`config.mk`:
```
export PLATFORM = sky130hd
export DESIGN_NAME = trrq_ctrl
export DESIGN_NICKNAME = d
export VERILOG_FILES = /design/src/trrq_pkg.sv /design/src/trrq_ctrl.sv
export SDC_FILE = /design/constraint.sdc
export NUM_CORES = 1
export LEC_CHECK = 0
export ABC_AREA = 1
export BUFFER_PORTS_ARGS = -buffer_cell sky130_fd_sc_hd__buf_4
export CORE_AREA = 2 2 39 41
export CTS_BUF_LIST = sky130_fd_sc_hd__clkbuf_2 sky130_fd_sc_hd__clkbuf_4 sky130_fd_sc_hd__clkbuf_8
export DETAILED_ROUTE_END_ITERATION = 6
export DIE_AREA = 0 0 41 43
export PLACE_DENSITY = 0.43
export SLEW_MARGIN = 25
export SYNTH_ARGS = -nofsm -noshare
export SYNTH_HDL_FRONTEND = slang
export SYNTH_SLANG_ARGS = --single-unit
```
`constraint.sdc`:
```
create_clock -name clk -period 1.7 [get_ports clk]
set_clock_uncertainty 0.2 [all_clocks]
set_input_delay 0.34 -clock clk [delete_from_list [all_inputs] [get_ports clk]]
set_output_delay 0.34 -clock clk [all_outputs]
set_load 0.01 [all_outputs]
```
`src/trrq_pkg.sv`:
```
// Package with types, codes and constants of the timed read request queue.
package trrq_pkg;

	localparam int unsigned QueueDepthDefault = 32;

	typedef enum logic [2:0] {
		OP_PUSH_BACK  = 3'd0,
		OP_PUSH_FRONT = 3'd1,
		OP_POP        = 3'd2,
		OP_PEEK       = 3'd3,
		OP_FLUSH_MUS  = 3'd4,
		OP_FLUSH_STR  = 3'd5,
		OP_TICK       = 3'd6,
		OP_NOP        = 3'd7
	} op_e;

	typedef enum logic [1:0] {
		FLT_OK    = 2'd0,
		FLT_FULL  = 2'd1,
		FLT_EMPTY = 2'd2
	} fault_e;

	typedef enum logic [1:0] {
		XF_IDLE = 2'd0,
		XF_BUSY = 2'd1,
		XF_DONE = 2'd2
	} xfer_e;

	localparam logic [1:0] ERR_NONE      = 2'd0;
	localparam logic [1:0] ERR_ABORTED   = 2'd1;
	localparam logic [1:0] ERR_NOT_READY = 2'd2;
	localparam logic [1:0] ERR_HARD      = 2'd3;

	typedef struct packed {
		logic [2:0]  op;
		logic [31:0] start_sector;
		logic [15:0] sector_count;
		logic [31:0] buffer_addr;
		logic [2:0]  request_kind;
		logic [31:0] due_tick;
		logic [1:0]  drive_error;
		logic        drive_busy;
		logic        drive_accepts;
	} req_in_t;

	typedef struct packed {
		logic        read_issue;
		logic        read_to_io;
		logic        abort_drive;
		logic [31:0] out_sector;
		logic [15:0] out_count;
		logic [31:0] out_buffer;
		logic [2:0]  out_kind;
		logic [31:0] head_due;
		logic [5:0]  queue_count;
		logic [1:0]  transfer_state;
		logic        data_ready;
		logic [1:0]  fault;
	} req_out_t;

	// One stored request, including its due tick.
	typedef struct packed {
		logic [31:0] sector;
		logic [15:0] count;
		logic [31:0] buffer;
		logic [2:0]  kind;
		logic [31:0] due;
	} entry_t;

	typedef enum logic [2:0] {
		ST_IDLE,
		ST_EXEC,
		ST_FL_READ,
		ST_FL_WRITE,
		ST_HEAD,
		ST_DONE
	} state_e;

	typedef struct packed {
		logic capture;
		logic exec;
		logic fl_init;
		logic fl_read;
		logic fl_step;
		logic fl_end;
		logic head_read;
		logic emit;
	} cmd_t;

	typedef struct packed {
		logic is_flush;
		logic fl_more;
	} status_t;

	function automatic logic kind_dropped(input logic [2:0] op, input logic [2:0] k);
		if (op == OP_FLUSH_MUS)
			return (k == 3'd1) || (k == 3'd2);
		return k == 3'd3;
	endfunction

endpackage

```
`src/trrq_ctrl.sv`:
```
// Controller state machine of the timed read request queue.
module trrq_ctrl (
	input  logic              clk,
	input  logic              arst_n,
	input  logic              start,
	output logic              busy,
	input  trrq_pkg::status_t sts,
	output trrq_pkg::cmd_t    cmd
);
	import trrq_pkg::*;

	state_e state_q, state_d;

	always_ff @(posedge clk or negedge arst_n) begin
		if (!arst_n) state_q <= ST_IDLE;
		else state_q <= state_d;
	end

	always_comb begin
		state_d = state_q;
		cmd = '0;
		busy = (state_q != ST_IDLE);
		unique case (state_q)
			ST_IDLE: begin
				if (start) begin
					cmd.capture = 1'b1;
					state_d = ST_EXEC;
				end
			end
			ST_EXEC: begin
				if (sts.is_flush) begin
					cmd.fl_init = 1'b1;
					state_d = ST_FL_READ;
				end else begin
					cmd.exec = 1'b1;
					state_d = ST_HEAD;
				end
			end
			ST_FL_READ: begin
				if (sts.fl_more) begin
					cmd.fl_read = 1'b1;
					state_d = ST_FL_WRITE;
				end else begin
					cmd.fl_end = 1'b1;
					state_d = ST_HEAD;
				end
			end
			ST_FL_WRITE: begin
				cmd.fl_step = 1'b1;
				state_d = ST_FL_READ;
			end
			ST_HEAD: begin
				cmd.head_read = 1'b1;
				state_d = ST_DONE;
			end
			ST_DONE: begin
				cmd.emit = 1'b1;
				state_d = ST_IDLE;
			end
			default: state_d = ST_IDLE;
		endcase
	end

	assert property (@(posedge clk) disable iff (!arst_n) cmd.emit |=> !busy)
		else $error("busy after emit");
	assert property (@(posedge clk) disable iff (!arst_n) cmd.capture |=> busy)
		else $error("not busy after capture");
	assert property (@(posedge clk) disable iff (!arst_n) cmd.head_read |=> cmd.emit)
		else $error("head read without emit");
endmodule

```
==> results list <==
- STA classifies the critical path endpoint as an output pin.
- Post-synthesis area per instance: 6.92 sq um
- Clock tree synthesis inserted a total of 3 buffers.
- In this run the worst path has a maximum fanout of 5.
* Global-route wire length before repair: around 870 um
* Die Y-Extent: between 40 and 50 um
- Remaining design rule violation count: 0
- Number of inserted diodes: 0
* Sequential area share after synthesis: 36.1%
* Worst setup SP type: flip-flop
* Most numerous cell in the Yosys netlist: inv_1
- Final cycle utilization of the critical path: between 90% and 100%
- At the end of the flow, the number of nets in the layout was 55.
- Summed over all cells, the static leakage comes to roughly 0.00022 uW.
* Cell count after placement: 59
- Hold Crit Class: in -> reg
- Initial antenna violation count: 0
- In this run the standard cell core region covers 0.00138 sq mm.
- Required arrival time at the worst endpoint: 1.16 ns
* Maximum number of pins on one net before global-route repair: 6
* Largest area contributor in the synthesized netlist: dfrtp_1
- Max-slew violations: 0
- Fraction of the mapped netlist area in simple logic gates: 36.7%
* Flip-flop count of the largest register after layout: 3
- Counting the fill cells in the layout gives approximately 170.
* Slew of the pin with the lowest slew margin: 0.181 ns
* CP Launch Point: state_q[0]
* Number of nets still failing antenna checks after routing: 0
- Once routing completed, OpenROAD measured the worst setup slack at 0.0608 ns.
- Synthesized cell area: 208 sq um
* Detailed Route Iter0 Violations: 1
- The synthesized netlist devotes 0% of its cell area to XOR and XNOR gates.
- DPL Wire Length: 422 um
- Vias in the first global route: roughly 240
* Registers with the highest flip-flop counts: state_q: 3 flops
* Summed negative setup slack over all endpoints: 0 ns
- CTS built an H-tree with a depth of 1.
- EDFF count, synth: 0
- In the final routed layout, each cell accounts on average for 8.25 um.
- The worst setup path is of the reg -> out kind.
* Worst path arrival time: 1.10 ns
- VDD sags by at most 0.555 mV.
* Status: completed
* Clock buffer depth: 2
* Post-synth top flop: dfrtp_1
- Dividing the detail-routed via count by the number of cells gives 3.80.
- The top cell type by area accounts for 36.1% of the synthesized area.
- The clock net in this run drives a total of 3 sinks.
* Pwr per Cell Area: 1780 mW/mm^2
* Fraction of layout instances using a drive strength above 1: between 50% and 60%
- Global routing used 7.75% of the available tracks across all layers.
- The die covers between 0.0015 and 0.002 sq mm.
- Warnings from Yosys: 0
- Reg-to-reg startpoint: state_q[1]
* Hold_sp: start
- Relative to the synthesized area, the layout overhead comes to 83.1%.
- The final count of hold timing violations came to 0.
- In this run, synthesis produced a sequential element count of 3.
* Gpl congestion: 0.641
* Top cells by area in the synthesized netlist: dfrtp_1 36%, inv_1 13%, nor2_2 9.0%
- Synth async-reset ratio: 100%
* Max Freq: 0.610 GHz
- Clock-pin slew was measured on the worst setup and hold paths at 0.04 ns.
* Worst Setup Slack post-DPL: 0.286 ns
* Multiplexer share of the synthesized area: 0%
- Setup violations remaining at the end of the flow were counted as 0.
- Complex-gate fraction of the synthesized area: 9.04%
- CTS tree: yes
- Syn Nets: 35
- Clock latency on the worst-skew pair, taken at its later pin, is 0.23 ns.
* Setup repair after global routing missed its margin: yes
* # rows: 14
* Top-level port count: 14
- In this run the clock root is driven by a clkbuf_4.
- In this run, distinct cell masters in the synthesized netlist total 13.
- Number of search-and-repair iterations in the first detailed-routing pass: 2
- The tool flagged a number of max-cap violations equal to 0.
- In the synthesized netlist, the number of instances is 30.
* Combinational family with the most area after synthesis: simple AND/OR/NAND/NOR gates
- Starting Density: 15.0%
* Final critical path time including I/O delays and setup: 1.64 ns
- Total via count in the routed design: 247
* Number of standard cells in the layout, taps in and fillers out: 65
* Register ranked first by flip-flop count: state_q
- # port buffers: 13
- Measured along the x axis, the die boundary spans 41 um.
- Headroom to the max-slew limit: just under 90%
* Finished Core Util: 27.5%
* Adder and majority cell fraction of the synthesized area: 0%
- After synthesis, the most frequently instantiated cells are 7 x inv_1, 3 x dfrtp_1, 3 x inv_2, 3 x nor2_2.
- For this run the aggregate overflow at the end of global routing stands at 0.
* Sum of routed wire length over all layers: 536 um
-- worst max-delay path, cell delays in order (launching register included) --
cell and delay (ns):
dfrtp_2 0.44, nor2_4 0.14, nand2_2 0.08, nor2_1 0.09, buf_4 0.12
-- what timing repair did --
action | CTS | global route
hold buffers | 1 | 0
endpoints found under the setup margin | 0 | 3
hold endpoints to repair | 3 | 0
gates resized for setup | 0 | 3
buffers inserted | 0 | 1
-- cell usage in the layout (no fill, tap or decap), types with 3 or more instances in the layout --
cell type / instances
buf_4: 14
inv_1: 7
clkbuf_4: 4
inv_2: 3
-- report_power, final --
part | total [uW] | internal, uW | switching [uW]
clock | 140 | 104 | 36.5
sequential | 168 | 111 | 57.0
combinational | 370 | 174 | 196
total | 679 | 389 | 290
-- stage by stage --
stage	hold WS (ns)	total power (uW)	instance area, sq um
after floorplan	-0.156	362	208
after global placement	-0.0685	515	325
after detailed placement	-0.0700	512	325
after CTS	0.159	666	365
after global routing	0.167	741	380
final	0.174	679	380
-- final timing paths --
kind                       slack, ns         end  cells after the start
max                             0.06      cmd[7]                      4
min                             0.17  state_q[0]                      3
max reg2reg                     0.55  state_q[2]                      5
min reg2reg                     0.41  state_q[0]                      3
max in group asynchronous       0.97  state_q[0]                      2
min in group asynchronous       0.23  state_q[2]                      2
-- cells by family after synthesis --
kind of cell           Yosys count
buffers and inverters           10
and+or+nand+nor                 14
DFF                              3
AOI/OAI and AO/OA                3
-- area by class of cell --
class / count / area, sq um / share of cell area, %
sequential: 3 / 77.6 / 20.4
tap: 16 / 20.0 / 5.26
timing repair buffer: 15 / 115 / 30.3
clock buffer: 4 / 30.0 / 7.89
inverter: 10 / 37.5 / 9.87
multi-input combinational: 17 / 100 / 26.3
-- metal layers --
layer | GRT usage [%] | share of wire [%] | vias up
li1 | - | - | 130
met4 | 8.00 | 0 | 0
met5 | 0 | 0 | -
met2 | 10.6 | 57 | 5
met3 | 3.14 | 5.0 | 0
met1 | 8.12 | 37 | 112
No activity file was read; power rests on OpenSTA's default activity.
